### src/rtl/qrtlv_pkg.sv
package qrtlv_pkg;

	// Field widths fixed by the payload format.
	localparam int CHAR_W    = 8;
	localparam int TAG_W     = 16;
	localparam int CRC_W     = 16;
	localparam int LEN_W     = 7;
	localparam int COUNT_W   = 7;
	localparam int INDEX_W   = 6;
	localparam int OFFSET_W  = 9;
	localparam int POS_W     = 10;
	localparam int CFG_IDX_W = 2;
	localparam int CFG_DAT_W = 16;

	// Configuration register indexes.
	localparam logic [CFG_IDX_W-1:0] CFG_MAX_ELEMENTS  = 2'd0;
	localparam logic [CFG_IDX_W-1:0] CFG_SIGNATURE_TAG = 2'd1;

	// Reset values of the configuration registers.
	localparam logic [COUNT_W-1:0] MAX_ELEMENTS_RESET  = 7'd64;
	localparam logic [TAG_W-1:0]   SIGNATURE_TAG_RESET = 16'h3636;

	// Character roles on the result channel.
	localparam logic [1:0] ROLE_TAG = 2'd0;
	localparam logic [1:0] ROLE_LEN = 2'd1;
	localparam logic [1:0] ROLE_VAL = 2'd2;
	localparam logic [1:0] ROLE_IGN = 2'd3;

	// CRC-16/CCITT-FALSE constants.
	localparam logic [CRC_W-1:0] CRC_POLY = 16'h1021;
	localparam logic [CRC_W-1:0] CRC_INIT = 16'hFFFF;

	// The smallest frame that can carry a checksum.
	localparam logic [POS_W-1:0] MIN_FRAME_LAST = 10'd7;
	localparam logic [POS_W-1:0] TAIL_DEPTH     = 10'd4;

	// Largest element start offset that can be reported.
	localparam logic [OFFSET_W-1:0] OFFSET_SAT = 9'd511;

	// Control from the parser stage to the checksum unit.
	typedef struct packed {
		logic step;
		logic last;
		logic pos_ge4;
		logic pos_ge7;
	} crc_ctrl_t;

	// One byte of CRC-16, MSB first.
	function automatic logic [CRC_W-1:0] crc_byte(input logic [CRC_W-1:0] crc,
			input logic [CHAR_W-1:0] b);
		logic [CRC_W-1:0] c;
		c = crc ^ {b, 8'h00};
		for (int k = 0; k < 8; k++) begin
			if (c[CRC_W-1]) begin
				c = {c[CRC_W-2:0], 1'b0} ^ CRC_POLY;
			end else begin
				c = {c[CRC_W-2:0], 1'b0};
			end
		end
		return c;
	endfunction

	// Hex digit decode; bit 4 flags a valid digit.
	function automatic logic [4:0] hex_decode(input logic [CHAR_W-1:0] c);
		logic [4:0] r;
		r = 5'd0;
		if (c >= 8'h30 && c <= 8'h39) begin
			r = {1'b1, c[3:0]};
		end else if ((c >= 8'h41 && c <= 8'h46) || (c >= 8'h61 && c <= 8'h66)) begin
			r = {1'b1, c[3:0] + 4'd9};
		end
		return r;
	endfunction

endpackage

### src/rtl/qr_payload_tlv_parse_crc_check.sv
// Streaming TLV parser and CRC-16/CCITT-FALSE checker for QR payloads. Feed
// one character per transfer on the input channel, with last_char set on the
// final one; each character yields exactly one result transfer carrying its
// role (tag, length, value, or ignored past the element limit), the element
// tag, value position, element index and end-of-element mark. The result for
// the final character also carries the checksum verdict (the last four
// characters as hex against the CRC of everything before them), the count
// of complete elements and the start offset of the first element whose tag
// matches signature_tag. The block sustains one character per clock cycle
// when the result channel does not stall: the parse step and the byte-wide
// CRC step sit in a single stage between the input register and the result
// register. Frame state clears itself after the final character. The user
// must make configuration writes only between frames; this is not enforced.
module qr_payload_tlv_parse_crc_check
	import qrtlv_pkg::*;
#(
	parameter int MAX_ELEMENTS = 64,
	parameter int MAX_PAYLOAD  = 512
) (
	input  logic                 clk,
	input  logic                 arst_n,
	// Configuration write port
	input  logic                 cfg_we,
	input  logic [CFG_IDX_W-1:0] cfg_index,
	input  logic [CFG_DAT_W-1:0] cfg_wdata,
	// Input channel
	input  logic                 in_valid,
	output logic                 in_ready,
	input  logic [CHAR_W-1:0]    char_in,
	input  logic                 last_char,
	// Result channel
	output logic                 out_valid,
	input  logic                 out_ready,
	output logic [1:0]           role,
	output logic [TAG_W-1:0]     tag_code,
	output logic [CHAR_W-1:0]    value_char,
	output logic [LEN_W-1:0]     value_pos,
	output logic                 element_end,
	output logic [INDEX_W-1:0]   element_index,
	output logic                 frame_done,
	output logic                 crc_ok,
	output logic [COUNT_W-1:0]   element_count,
	output logic                 signature_found,
	output logic [OFFSET_W-1:0]  signature_offset
);

	// Parse phases.
	localparam logic [2:0] PH_TAG0     = 3'd0;
	localparam logic [2:0] PH_TAG1     = 3'd1;
	localparam logic [2:0] PH_LEN0     = 3'd2;
	localparam logic [2:0] PH_LEN1_OK  = 3'd3;
	localparam logic [2:0] PH_LEN1_BAD = 3'd4;
	localparam logic [2:0] PH_VALUE    = 3'd5;

	// Element limit ceiling and character counter saturation.
	localparam int ME_CLAMP = (MAX_ELEMENTS > 127) ? 127 : MAX_ELEMENTS;
	localparam logic [COUNT_W-1:0] ME_MAX = COUNT_W'(ME_CLAMP);
	localparam int POS_SAT_I = (MAX_PAYLOAD < 1023) ? MAX_PAYLOAD : 1023;
	localparam logic [POS_W-1:0] POS_SAT = POS_W'(POS_SAT_I);
	localparam logic [COUNT_W-1:0] COUNT_SAT = 7'd127;

	// Configuration registers
	logic [COUNT_W-1:0] max_elements_q;
	logic [TAG_W-1:0]   signature_tag_q;

	always_ff @(posedge clk or negedge arst_n) begin
		if (!arst_n) begin
			max_elements_q  <= MAX_ELEMENTS_RESET;
			signature_tag_q <= SIGNATURE_TAG_RESET;
		end else if (cfg_we) begin
			unique case (cfg_index)
				CFG_MAX_ELEMENTS:  max_elements_q  <= cfg_wdata[COUNT_W-1:0];
				CFG_SIGNATURE_TAG: signature_tag_q <= cfg_wdata;
				default: ;
			endcase
		end
	end

	// Input register
	logic              valid_s1;
	logic [CHAR_W-1:0] char_s1;
	logic              last_s1;
	logic              advance;

	assign advance  = valid_s1 && (!out_valid || out_ready);
	assign in_ready = !valid_s1 || advance;

	always_ff @(posedge clk or negedge arst_n) begin
		if (!arst_n) begin
			valid_s1 <= 1'b0;
		end else if (in_ready) begin
			valid_s1 <= in_valid;
		end
	end

	always_ff @(posedge clk) begin
		if (in_ready && in_valid) begin
			char_s1 <= char_in;
			last_s1 <= last_char;
		end
	end

	// Frame state
	logic [2:0]          phase_q;
	logic [TAG_W-1:0]    tag_q;
	logic [LEN_W-1:0]    rem_q;
	logic [LEN_W-1:0]    vidx_q;
	logic [COUNT_W-1:0]  done_q;
	logic [POS_W-1:0]    pos_q;
	logic                sig_seen_q;
	logic [OFFSET_W-1:0] sig_pos_q;
	logic [OFFSET_W-1:0] estart_q;

	logic [2:0]          phase_n;
	logic [TAG_W-1:0]    tag_n;
	logic [LEN_W-1:0]    rem_n;
	logic [LEN_W-1:0]    vidx_n;
	logic [COUNT_W-1:0]  done_n;
	logic                sig_seen_n;
	logic [OFFSET_W-1:0] sig_pos_n;
	logic [OFFSET_W-1:0] estart_n;

	logic [COUNT_W-1:0]  limit;
	logic                is_digit;
	logic [3:0]          digit;
	logic [LEN_W-1:0]    len_sum;
	logic [LEN_W-1:0]    rem_dec;
	logic [1:0]          role_c;
	logic [LEN_W-1:0]    vpos_c;
	logic [INDEX_W-1:0]  idx_c;
	logic [TAG_W-1:0]    tag_out_c;
	logic                end_c;
	logic                crc_ok_c;
	crc_ctrl_t           crc_ctrl;

	// Effective limit: clamp to the ceiling, and zero acts as one.
	always_comb begin
		if (max_elements_q > ME_MAX) begin
			limit = ME_MAX;
		end else if (max_elements_q == '0) begin
			limit = 7'd1;
		end else begin
			limit = max_elements_q;
		end
	end

	assign is_digit = (char_s1 >= 8'h30) && (char_s1 <= 8'h39);
	assign digit    = char_s1[3:0];
	assign len_sum  = rem_q + {3'b000, digit};
	assign rem_dec  = (rem_q != '0) ? rem_q - 7'd1 : '0;

	// One parse step per character.
	always_comb begin
		phase_n    = phase_q;
		tag_n      = tag_q;
		rem_n      = rem_q;
		vidx_n     = vidx_q;
		done_n     = done_q;
		sig_seen_n = sig_seen_q;
		sig_pos_n  = sig_pos_q;
		estart_n   = estart_q;
		role_c     = ROLE_TAG;
		vpos_c     = '0;
		idx_c      = done_q[INDEX_W-1:0];
		tag_out_c  = '0;
		end_c      = 1'b0;

		if (phase_q == PH_TAG0 && done_q >= limit) begin
			role_c = ROLE_IGN;
			idx_c  = '0;
		end else begin
			unique case (phase_q)
				PH_TAG1: begin
					tag_n   = {tag_q[TAG_W-1:8], char_s1};
					phase_n = PH_LEN0;
				end
				PH_LEN0: begin
					role_c = ROLE_LEN;
					if (is_digit) begin
						// Tens digit times ten.
						rem_n   = {digit, 3'b000} + {2'b00, digit, 1'b0};
						phase_n = PH_LEN1_OK;
					end else begin
						rem_n   = '0;
						phase_n = PH_LEN1_BAD;
					end
				end
				PH_LEN1_OK, PH_LEN1_BAD: begin
					role_c = ROLE_LEN;
					rem_n  = (phase_q == PH_LEN1_OK && is_digit) ? len_sum : '0;
					vidx_n = '0;
					if (rem_n == '0) begin
						end_c = 1'b1;
					end else begin
						phase_n = PH_VALUE;
					end
				end
				PH_VALUE: begin
					role_c = ROLE_VAL;
					vpos_c = vidx_q;
					vidx_n = vidx_q + 7'd1;
					rem_n  = rem_dec;
					end_c  = (rem_dec == '0);
				end
				default: begin
					// First tag character, also any unused phase code.
					estart_n = (pos_q > POS_W'(OFFSET_SAT)) ? OFFSET_SAT
						: pos_q[OFFSET_W-1:0];
					tag_n    = {char_s1, 8'h00};
					phase_n  = PH_TAG1;
				end
			endcase

			tag_out_c = tag_n;
			if (end_c) begin
				if (!sig_seen_q && tag_n == signature_tag_q) begin
					sig_seen_n = 1'b1;
					sig_pos_n  = estart_n;
				end
				if (done_q < COUNT_SAT) begin
					done_n = done_q + 7'd1;
				end
				phase_n = PH_TAG0;
				rem_n   = '0;
				vidx_n  = '0;
			end
		end
	end

	// Checksum unit
	assign crc_ctrl.step    = advance;
	assign crc_ctrl.last    = last_s1;
	assign crc_ctrl.pos_ge4 = (pos_q >= TAIL_DEPTH);
	assign crc_ctrl.pos_ge7 = (pos_q >= MIN_FRAME_LAST);

	qrtlv_crc u_crc (
		.clk      (clk),
		.arst_n   (arst_n),
		.ctrl     (crc_ctrl),
		.char_cur (char_s1),
		.crc_ok   (crc_ok_c)
	);

	// Frame state update; everything returns to reset after the final character.
	always_ff @(posedge clk or negedge arst_n) begin
		if (!arst_n) begin
			phase_q    <= PH_TAG0;
			tag_q      <= '0;
			rem_q      <= '0;
			vidx_q     <= '0;
			done_q     <= '0;
			pos_q      <= '0;
			sig_seen_q <= 1'b0;
			sig_pos_q  <= '0;
			estart_q   <= '0;
		end else if (advance) begin
			if (last_s1) begin
				phase_q    <= PH_TAG0;
				tag_q      <= '0;
				rem_q      <= '0;
				vidx_q     <= '0;
				done_q     <= '0;
				pos_q      <= '0;
				sig_seen_q <= 1'b0;
				sig_pos_q  <= '0;
				estart_q   <= '0;
			end else begin
				phase_q    <= phase_n;
				tag_q      <= tag_n;
				rem_q      <= rem_n;
				vidx_q     <= vidx_n;
				done_q     <= done_n;
				sig_seen_q <= sig_seen_n;
				sig_pos_q  <= sig_pos_n;
				estart_q   <= estart_n;
				if (pos_q < POS_SAT) begin
					pos_q <= pos_q + 10'd1;
				end
			end
		end
	end

	// Result register
	always_ff @(posedge clk or negedge arst_n) begin
		if (!arst_n) begin
			out_valid <= 1'b0;
		end else if (!out_valid || out_ready) begin
			out_valid <= valid_s1;
		end
	end

	always_ff @(posedge clk) begin
		if (advance) begin
			role             <= role_c;
			tag_code         <= tag_out_c;
			value_char       <= char_s1;
			value_pos        <= vpos_c;
			element_end      <= end_c;
			element_index    <= idx_c;
			frame_done       <= last_s1;
			crc_ok           <= crc_ok_c;
			element_count    <= last_s1 ? done_n : '0;
			signature_found  <= last_s1 & sig_seen_n;
			signature_offset <= (last_s1 && sig_seen_n) ? sig_pos_n : '0;
		end
	end

	// Frame summary fields stay zero except on the final character.
	a_summary_only_on_last: assert property (@(posedge clk) disable iff (!arst_n)
		out_valid && !frame_done |-> !crc_ok && element_count == '0
			&& !signature_found && signature_offset == '0)
		else $error("frame summary set on a character that is not the last");

	// Ignored characters carry no element information.
	a_ignored_clean: assert property (@(posedge clk) disable iff (!arst_n)
		out_valid && role == ROLE_IGN |-> tag_code == '0 && element_index == '0
			&& !element_end && value_pos == '0)
		else $error("ignored character carries element information");

	// The final character leaves the parser at the start of a fresh frame.
	a_frame_restart: assert property (@(posedge clk) disable iff (!arst_n)
		advance && last_s1 |=> phase_q == PH_TAG0 && done_q == '0 && pos_q == '0
			&& !sig_seen_q)
		else $error("frame state not cleared after the final character");

	// The parser never counts past the element limit.
	a_count_within_limit: assert property (@(posedge clk) disable iff (!arst_n)
		done_q <= limit || $past(cfg_we))
		else $error("element count exceeds the element limit");

endmodule

### src/rtl/qrtlv_crc.sv
module qrtlv_crc
	import qrtlv_pkg::*;
(
	input  logic              clk,
	input  logic              arst_n,
	input  crc_ctrl_t         ctrl,
	input  logic [CHAR_W-1:0] char_cur,
	output logic              crc_ok
);

	logic [CRC_W-1:0]  crc_q;
	logic [CHAR_W-1:0] tail_q [4];
	logic [CRC_W-1:0]  crc_next;
	logic [CRC_W-1:0]  given;
	logic              all_hex;
	logic [4:0]        h0, h1, h2, h3;

	// The byte leaving the four-deep delay line enters the CRC.
	assign crc_next = ctrl.pos_ge4 ? crc_byte(crc_q, tail_q[0]) : crc_q;

	// The trailing four characters, as they stand after this shift.
	assign h0      = hex_decode(tail_q[1]);
	assign h1      = hex_decode(tail_q[2]);
	assign h2      = hex_decode(tail_q[3]);
	assign h3      = hex_decode(char_cur);
	assign all_hex = h0[4] & h1[4] & h2[4] & h3[4];
	assign given   = {h0[3:0], h1[3:0], h2[3:0], h3[3:0]};
	assign crc_ok  = ctrl.last && ctrl.pos_ge7 && all_hex && (given == crc_next);

	// Running CRC and delay line; both restart after the final character.
	always_ff @(posedge clk or negedge arst_n) begin
		if (!arst_n) begin
			crc_q <= CRC_INIT;
			for (int i = 0; i < 4; i++) begin
				tail_q[i] <= '0;
			end
		end else if (ctrl.step) begin
			if (ctrl.last) begin
				crc_q <= CRC_INIT;
				for (int i = 0; i < 4; i++) begin
					tail_q[i] <= '0;
				end
			end else begin
				crc_q     <= crc_next;
				tail_q[0] <= tail_q[1];
				tail_q[1] <= tail_q[2];
				tail_q[2] <= tail_q[3];
				tail_q[3] <= char_cur;
			end
		end
	end

endmodule

### config.mk
export PLATFORM = sky130hd
export DESIGN_NAME = qr_payload_tlv_parse_crc_check
export DESIGN_NICKNAME = d
export VERILOG_FILES = /design/src/rtl/qrtlv_pkg.sv /design/src/rtl/qr_payload_tlv_parse_crc_check.sv /design/src/rtl/qrtlv_crc.sv
export SDC_FILE = /design/constraint.sdc
export NUM_CORES = 1
export LEC_CHECK = 0
export BUFFER_PORTS_ARGS = -buffer_cell sky130_fd_sc_hd__clkbuf_2
export CAP_MARGIN = 20
export CORE_UTILIZATION = 55
export DETAILED_ROUTE_END_ITERATION = 16
export PLACE_DENSITY = 0.77
export SYNTH_ARGS = -nofsm -noshare
export SYNTH_HDL_FRONTEND = slang
export SYNTH_SLANG_ARGS = --single-unit
export TNS_END_PERCENT = 20
### constraint.sdc
create_clock -name clk -period 3.5 [get_ports clk]
set_input_delay 0.525 -clock clk [delete_from_list [all_inputs] [get_ports clk]]
set_output_delay 0.525 -clock clk [all_outputs]
set_load 0.01 [all_outputs]
Yosys cells after proc, flatten, opt, wreduce, memory -nomap -nowiden
Index checks and enable logic that the tools add are counted.
{ "word_totals": {"ff_bits": 210, "latchBits": 0, "mem_bits_rw": 0, "mem_bits_ro": 0, "inputBits": 32, "out_inout_bits": 61, "word_cells": 212, "n_memories": 0} }
{ "op_classes": {"n_addsub": 10, "multipliers": 0, "div": 0, "magnitude_cmp": 31, "eq_ne": 11, "shifts": 0, "muxes": 64, "n_bitwise": 14, "n_reduce_logical": 51} }
{ "ops": {"columns": ["op", "count"], "rows": [
  ["$mux W7", 15],
  ["$mux W13", 8],
  ["$mux W16", 5],
  ["$mux W9", 8],
  ["$ge A8 B7 Y1 const B", 8],
  ["$le A8 B7 Y1 const B", 8],
  ["$mux W5", 8],
  ["$eq A16 B16 Y1", 2],
  ["$ge A8 B6 Y1 const B", 4],
  ["$le A8 B6 Y1 const B", 4],
  ["$mux W32", 1],
  ["$pmux W16 S2", 1],
  ["$not A3 Y3", 8],
  ["$logic_and A1 B1 Y1", 21],
  ["$logic_not A7 Y1", 3],
  ["$pmux W7 S3", 1],
  ["$ge A10 B3 Y1 const B", 2],
  ["$mux W10", 2],
  ["$add A4 B4 Y4 const B", 4],
  ["$xor A16 B16 Y16", 1],
  ["$mux W3", 5],
  ["$add A7 B1 Y7 const B", 2],
  ["$pmux W7 S2", 1],
  ["$pmux W3 S4", 1],
  ["other kinds (36)", 58]
]} }

Logic depth before layout (Yosys ltp)
{ "depth": {"depth_word": 20, "ltp_mapped": 14, "ltp_nobuf": 12} }

Hierarchy
A second synthesis with hierarchy kept.
{ "hier_totals": {"hier_cells": 1075, "hier_area_um2": 11458.5} }
{ "by_module_without_submodules": {"columns": ["mod", "instances", "cells_per_inst", "area_per_inst_um2", "seq_area_each_um2"], "rows": [
  ["qr_payload_tlv_parse_crc_check", 1, 744, 8170.3, 4405.5],
  ["qrtlv_crc", 1, 331, 3288.2, 1221.2]
]} }

Least setup slack after synthesis
Ideal clock, no wire load.
{ "synth_path": {"path_type": "input to register", "start": "input out_ready", "end": "register crc_ok (enable)", "setup_ns": 0.446, "arrival_time_ns": 3.251, "t_required_ns": 3.054, "path_slack_ns": -0.197, "cell_stages": 6, "n_path_buf": 3, "cell_sequence": "nand2b_1 -> nand2_1 -> inv_1 -> clkbuf_1 -> clkbuf_1 -> buf_1"} }
{ "synth_via": {"elab_chain_cells": 2} }
{ "synth_lines": {"columns": ["element", "line", "text"], "rows": [
  ["start: declaration", "qr_payload_tlv_parse_crc_check.sv:33", "input logic out_ready,"],
  ["$logic_or A1 B1 Y1", "qr_payload_tlv_parse_crc_check.sv:85", "assign advance = valid_s1 && (!out_valid || out_ready);"],
  ["$logic_and A1 B1 Y1", "qr_payload_tlv_parse_crc_check.sv:85", null],
  ["net advance", "qr_payload_tlv_parse_crc_check.sv:83", "logic advance;"],
  ["end signal: assignment", "qr_payload_tlv_parse_crc_check.sv:301", "crc_ok <= crc_ok_c;"],
  ["end: declaration", "qr_payload_tlv_parse_crc_check.sv:41", "output logic crc_ok,"]
]} }
The timed path passes the listed nets, and every way through them passes these cells.
A chain may end at the register's enable or synchronous reset.

Worst setup path in the final report
{ "layout_path": {"start": "register char_s1[1]", "end": "register sig_pos_q[1]"} }
{ "layout_via": {"elab_chain_cells": 11, "elab_cells_between_ends": 18, "cone_classes": "1 x add/sub; 2 x order compare; 1 x eq/ne; 10 x mux; 4 x reduce/logical"} }
{ "layout_lines": {"columns": ["element", "line", "text"], "rows": [
  ["start: declaration", "qr_payload_tlv_parse_crc_check.sv:81", "logic [CHAR_W-1:0] char_s1;"],
  ["start signal: assignment", "qr_payload_tlv_parse_crc_check.sv:98", "char_s1 <= char_in;"],
  ["$ge A8 B6 Y1 / $le A8 B6 Y1 (equally long branches)", "qr_payload_tlv_parse_crc_check.sv:147", "assign is_digit = (char_s1 >= 8'h30) && (char_s1 <= 8'h39);"],
  ["$logic_and A1 B1 Y1", "qr_payload_tlv_parse_crc_check.sv:147", null],
  ["$logic_and A1 B1 Y1", "qr_payload_tlv_parse_crc_check.sv:190", "rem_n = (phase_q == PH_LEN1_OK && is_digit) ? len_sum : '0;"],
  ["$mux W7", "qr_payload_tlv_parse_crc_check.sv:190", null],
  ["$logic_not A7 Y1", "qr_payload_tlv_parse_crc_check.sv:192", "if (rem_n == '0) begin"],
  ["$mux W1", "qr_payload_tlv_parse_crc_check.sv:192", null],
  ["$pmux W1 S2", "qr_payload_tlv_parse_crc_check.sv:172", "unique case (phase_q)"],
  ["$mux W1", "qr_payload_tlv_parse_crc_check.sv:168", "if (phase_q == PH_TAG0 && done_q >= limit) begin"],
  ["$mux W9 (*)", "qr_payload_tlv_parse_crc_check.sv:215", "if (end_c) begin"],
  ["$mux W9 (*)", "qr_payload_tlv_parse_crc_check.sv:168", null],
  ["$mux W9 (*)", "qr_payload_tlv_parse_crc_check.sv:257", "if (last_s1) begin"],
  ["end signal: assignment", "qr_payload_tlv_parse_crc_check.sv:274", "sig_pos_q <= sig_pos_n;"],
  ["end: declaration", "qr_payload_tlv_parse_crc_check.sv:111", "logic [OFFSET_W-1:0] sig_pos_q;"]
]} }
Every way passes the cells marked *; elsewhere a longest branch is shown, timed or not. The select of a mux whose other input is x is not followed.

==> flow_summary_export.csv <==
group,metric,value,unit
cells_and_area,layout-drive-gt1-share,19.07,%
placed_design,dp_hpwl,19050,um
grt,grt_pass1_vias,8746,
detailed_routing,ant_nets,0,
timing,rsz0062_at_grt,"no",
cells_and_area,syn2layout_area_growth,14.46,%
clock_network,cts_sinks,210,
floorplanning,rows,52,
cells_and_area,post-route-util,64.27,%
synth,synthCells,1132,
floorplanning,die_y,145.7,um
timing,fin_skew,0.02230,ns
synth,ys_seq_area_share,49.53,%
synth,yosysWarnings,0,
cells_and_area,fin_nets,1293,
clock_network,cts_tree,"done",
worst_setup_path,critical_path.top_delay_family,"compound AO/OA/AOI/OAI gates",
grt,grt_pass1_wl,45770,um
synth,synth_commonest_cells,"nand2_1, dfrtp_1, nor2_1, a21oi_1, edfxtp_1",
timing,max_freq,297.8,MHz
cells_and_area,fin_cells,1513,
synth,yosys-top-cells-area,"dfrtp_1, edfxtp_1, dfstp_2, nand2_1, ha_1",
grt,grt_usage,26.67,%
grt,antenna_found_initial,0,
detailed_routing,drtPass1Iterations,5,
pwr,p_per_area,734.7,nW/um2
synth,yosys_most_used_dff,"dfrtp_1",
detailed_routing,drc,0,
clock_network,clk_pin_slew,0.06,ns
worst_setup_path,path_max_fanout,9,
synth,synth_top_area_share,25.77,%
detailed_routing,drt-initial-drc-count,762,
grt,grt_max_degree,61,
placed_design,dp_cells,1470,
floorplanning,core,20230,um2
worst_setup_path,crit_chain,"inv_1, fa_1, nor2b_1, o21a_1, or3_4, a2111oi_4, o211a_4, nor2_2, or4_4, a32o_1",
placed_design,place.gp.congestion,0.9388,
timing,worstMarginPinSlew,1.022,ns
worst_setup_path,critPathBufInv,1,
timing,final.min_clock_period,3.358,ns
pwr,peakVddDrop,0.4169,mV
worst_setup_path,critPathRequiredTime,3.92,ns
floorplanning,start_util,56.15,%
cells_and_area,regArea,5627,um2
grt,grt.overflow.total,0,
worst_setup_path,r2r_setup_slack,0.14,ns
clock_network,cts_root_buf,"clkbuf_16",
floorplanning,die_w,145.7,um
worst_setup_path,critPathMaxStageDelay,0.63,ns
pwr,p_total,9.553,mW
worst_setup_path,endpoint_kind,"flip-flop",
detailed_routing,routed_via_density,6.072,
cells_and_area,nFillCells,1603,
flow_run,cap_violations,0,
synth,synth.most_common_cell,"nand2_1",
synth,avgSynthCellArea,10.04,um2
clock_network,cts_htree_levels,1,
cells_and_area,multi_input_area,5376,um2
synth,synth-edff-count,68,
worst_hold_path,hp-class,"in -> reg",
outcome,status,"finished clean",
synth,netlist_area,11360,um2
clock_network,clock_latency,0.53,ns
timing,setup_viol,0,
timing,slew_headroom,31.75,%
timing,finalSetupTns,0,ns
worst_setup_path,worstSetupPathType,"reg -> reg",
cells_and_area,antennaDiodeCount,0,
detailed_routing,wl,27800,um
detailed_routing,wire_per_inst,18.37,um
synth,synthArstFlopShare,67.62,%
timing,finalCritPeriodShare,95.93,%
timing,drv_slew,0,
timing,hold_viol,0,
detailed_routing,vias,9187,
pwr,p_leak,5.377,nW
synth,synth_top_area_cell,"dfrtp_1",
synth,synth-seq-cells,210,
synth,syn-num-nets,1199,
worst_setup_path,crit_slowest_cell,"or4_4",
floorplanning,ioPinCount,93,
clock_network,cts_buffers,23,
worst_setup_path,arrival,3.77,ns
placed_design,port_buffers,92,
clock_network,cts_buffer_depth,3,
synth,synth.distinct_cells,75,
worst_setup_path,critPathLaunchType,"flip-flop",
floorplanning,dieArea,21230,um2
==> final timing paths <==
| kind | from | end | cells after the start |
|---|---|---|---|
| hold reg to reg | estart_q[7]$_DFFE_PN0P_ | estart_q[7]$_DFFE_PN0P_ | 1 |
| hold / removal | char_in[1] | char_s1[1]$_DFFE_PP_ | 1 |
| setup / recovery | char_s1[1]$_DFFE_PP_ | sig_pos_q[1]$_DFFE_PN0P_ | 10 |
| min in group asynchronous | arst_n | u_crc.tail_q[26]$_DFFE_PN0P_ | 2 |
| setup reg to reg | char_s1[1]$_DFFE_PP_ | sig_pos_q[1]$_DFFE_PN0P_ | 10 |
| max in group asynchronous | arst_n | signature_tag_q[2]$_DFFE_PN1P_ | 3 |
==> repair_timing <==
action	in CTS	in global routing
hold endpoints to repair	2	0
pin swaps	0	0
buffers inserted	0	0
setup endpoints to repair	6	11
hold buffers	1	0
resized for setup	1	5
==> power breakdown <==
part	switching [mW]	internal [mW]
Combinational	2.12	1.45
Sequential	0.423	3.15
Clock	1.01	1.40
==> registers in the layout, summed over array words and instances, names as in the netlist, 3 cells and up <==
| register | cells |
|---|---|
| u_crc.tail_q | 32 |
| signature_tag_q | 16 |
| tag_code | 16 |
| tag_q | 16 |
| u_crc.crc_q | 16 |
| pos_q | 10 |
| estart_q | 9 |
| sig_pos_q | 9 |
| signature_offset | 9 |
| char_s1 | 8 |
| value_char | 8 |
| done_q | 7 |
| element_count | 7 |
| max_elements_q | 7 |
| rem_q | 7 |
| value_pos | 7 |
| vidx_q | 7 |
| element_index | 6 |
| phase_q | 3 |
==> cell usage in the layout, fill, tap and decap left out, drive strengths merged, types with 8 or more instances in the layout <==
cell / n
a21o: 10
a21oi: 80
a22oi: 19
a31oi: 11
a32o: 18
and2: 8
and3: 18
buf: 38
clkbuf: 124
dfrtp: 117
dfstp: 25
edfxtp: 68
ha: 33
inv: 37
mux2: 23
mux2i: 17
nand2: 123
nand2b: 22
nand3: 32
nand4: 9
nand4bb: 10
nor2: 88
nor3: 31
o21ai: 77
o22ai: 24
o2bb2ai: 9
o31ai: 15
xnor2: 36
xor2: 16
==> stage by stage <==
step                      worst slack, ns  hold WS [ns]  cell area [um2]
after floorplan                   0.01144        0.2294            11370
after global placement             0.1283        0.4718            12210
after detailed placement          0.03000        0.4785            12210
after CTS                          0.1018        0.1482            12980
after global routing             0.001866        0.1490            13000
final                              0.1423        0.1618            13000
==> worst reg2reg max path: cells and delay by family, from the launching register on <==
family | cells | cell delay [ns]
and+or+nand+nor | 4 | 1.12
DFF | 1 | 0.40
buffers and inverters | 1 | 0.25
AOI/OAI and AO/OA | 4 | 1.20
adders and majority gates | 1 | 0.27
==> routing by layer <==
metal	share of wire (%)	global-route usage, %	up-vias
li1	-	-	4333
met1	45	38.11	4427
met2	46	41.79	359
met3	6.7	4.545	68
met4	2.9	8.000	0
met5	0	0.4545	-
==> logic make-up (layout without fill, tap and decap cells) <==
kind of cell | count (synthesis) | in the layout | synth area share [%]
DFF | 210 | 210 | 49.53
xor gates and xnor gates | 53 | 53 | 4.207
AOI/OAI and AO/OA | 313 | 313 | 18.09
adders and majority gates | 35 | 35 | 3.987
and+or+nand+nor | 382 | 382 | 16.95
muxes | 40 | 40 | 3.778
buffers and inverters | 99 | 210 | 3.458
==> final cells by class <==
type / instances / area share (%)
well taps: 270 / 2.598
flip-flops and latches: 210 / 43.27
repair buffers: 130 / 5.898
inverters: 38 / 1.107
clock inverters: 9 / 0.7409
multi-input cells: 823 / 41.35
clock buffers: 33 / 5.042
(Power assumes the default switching activity.)
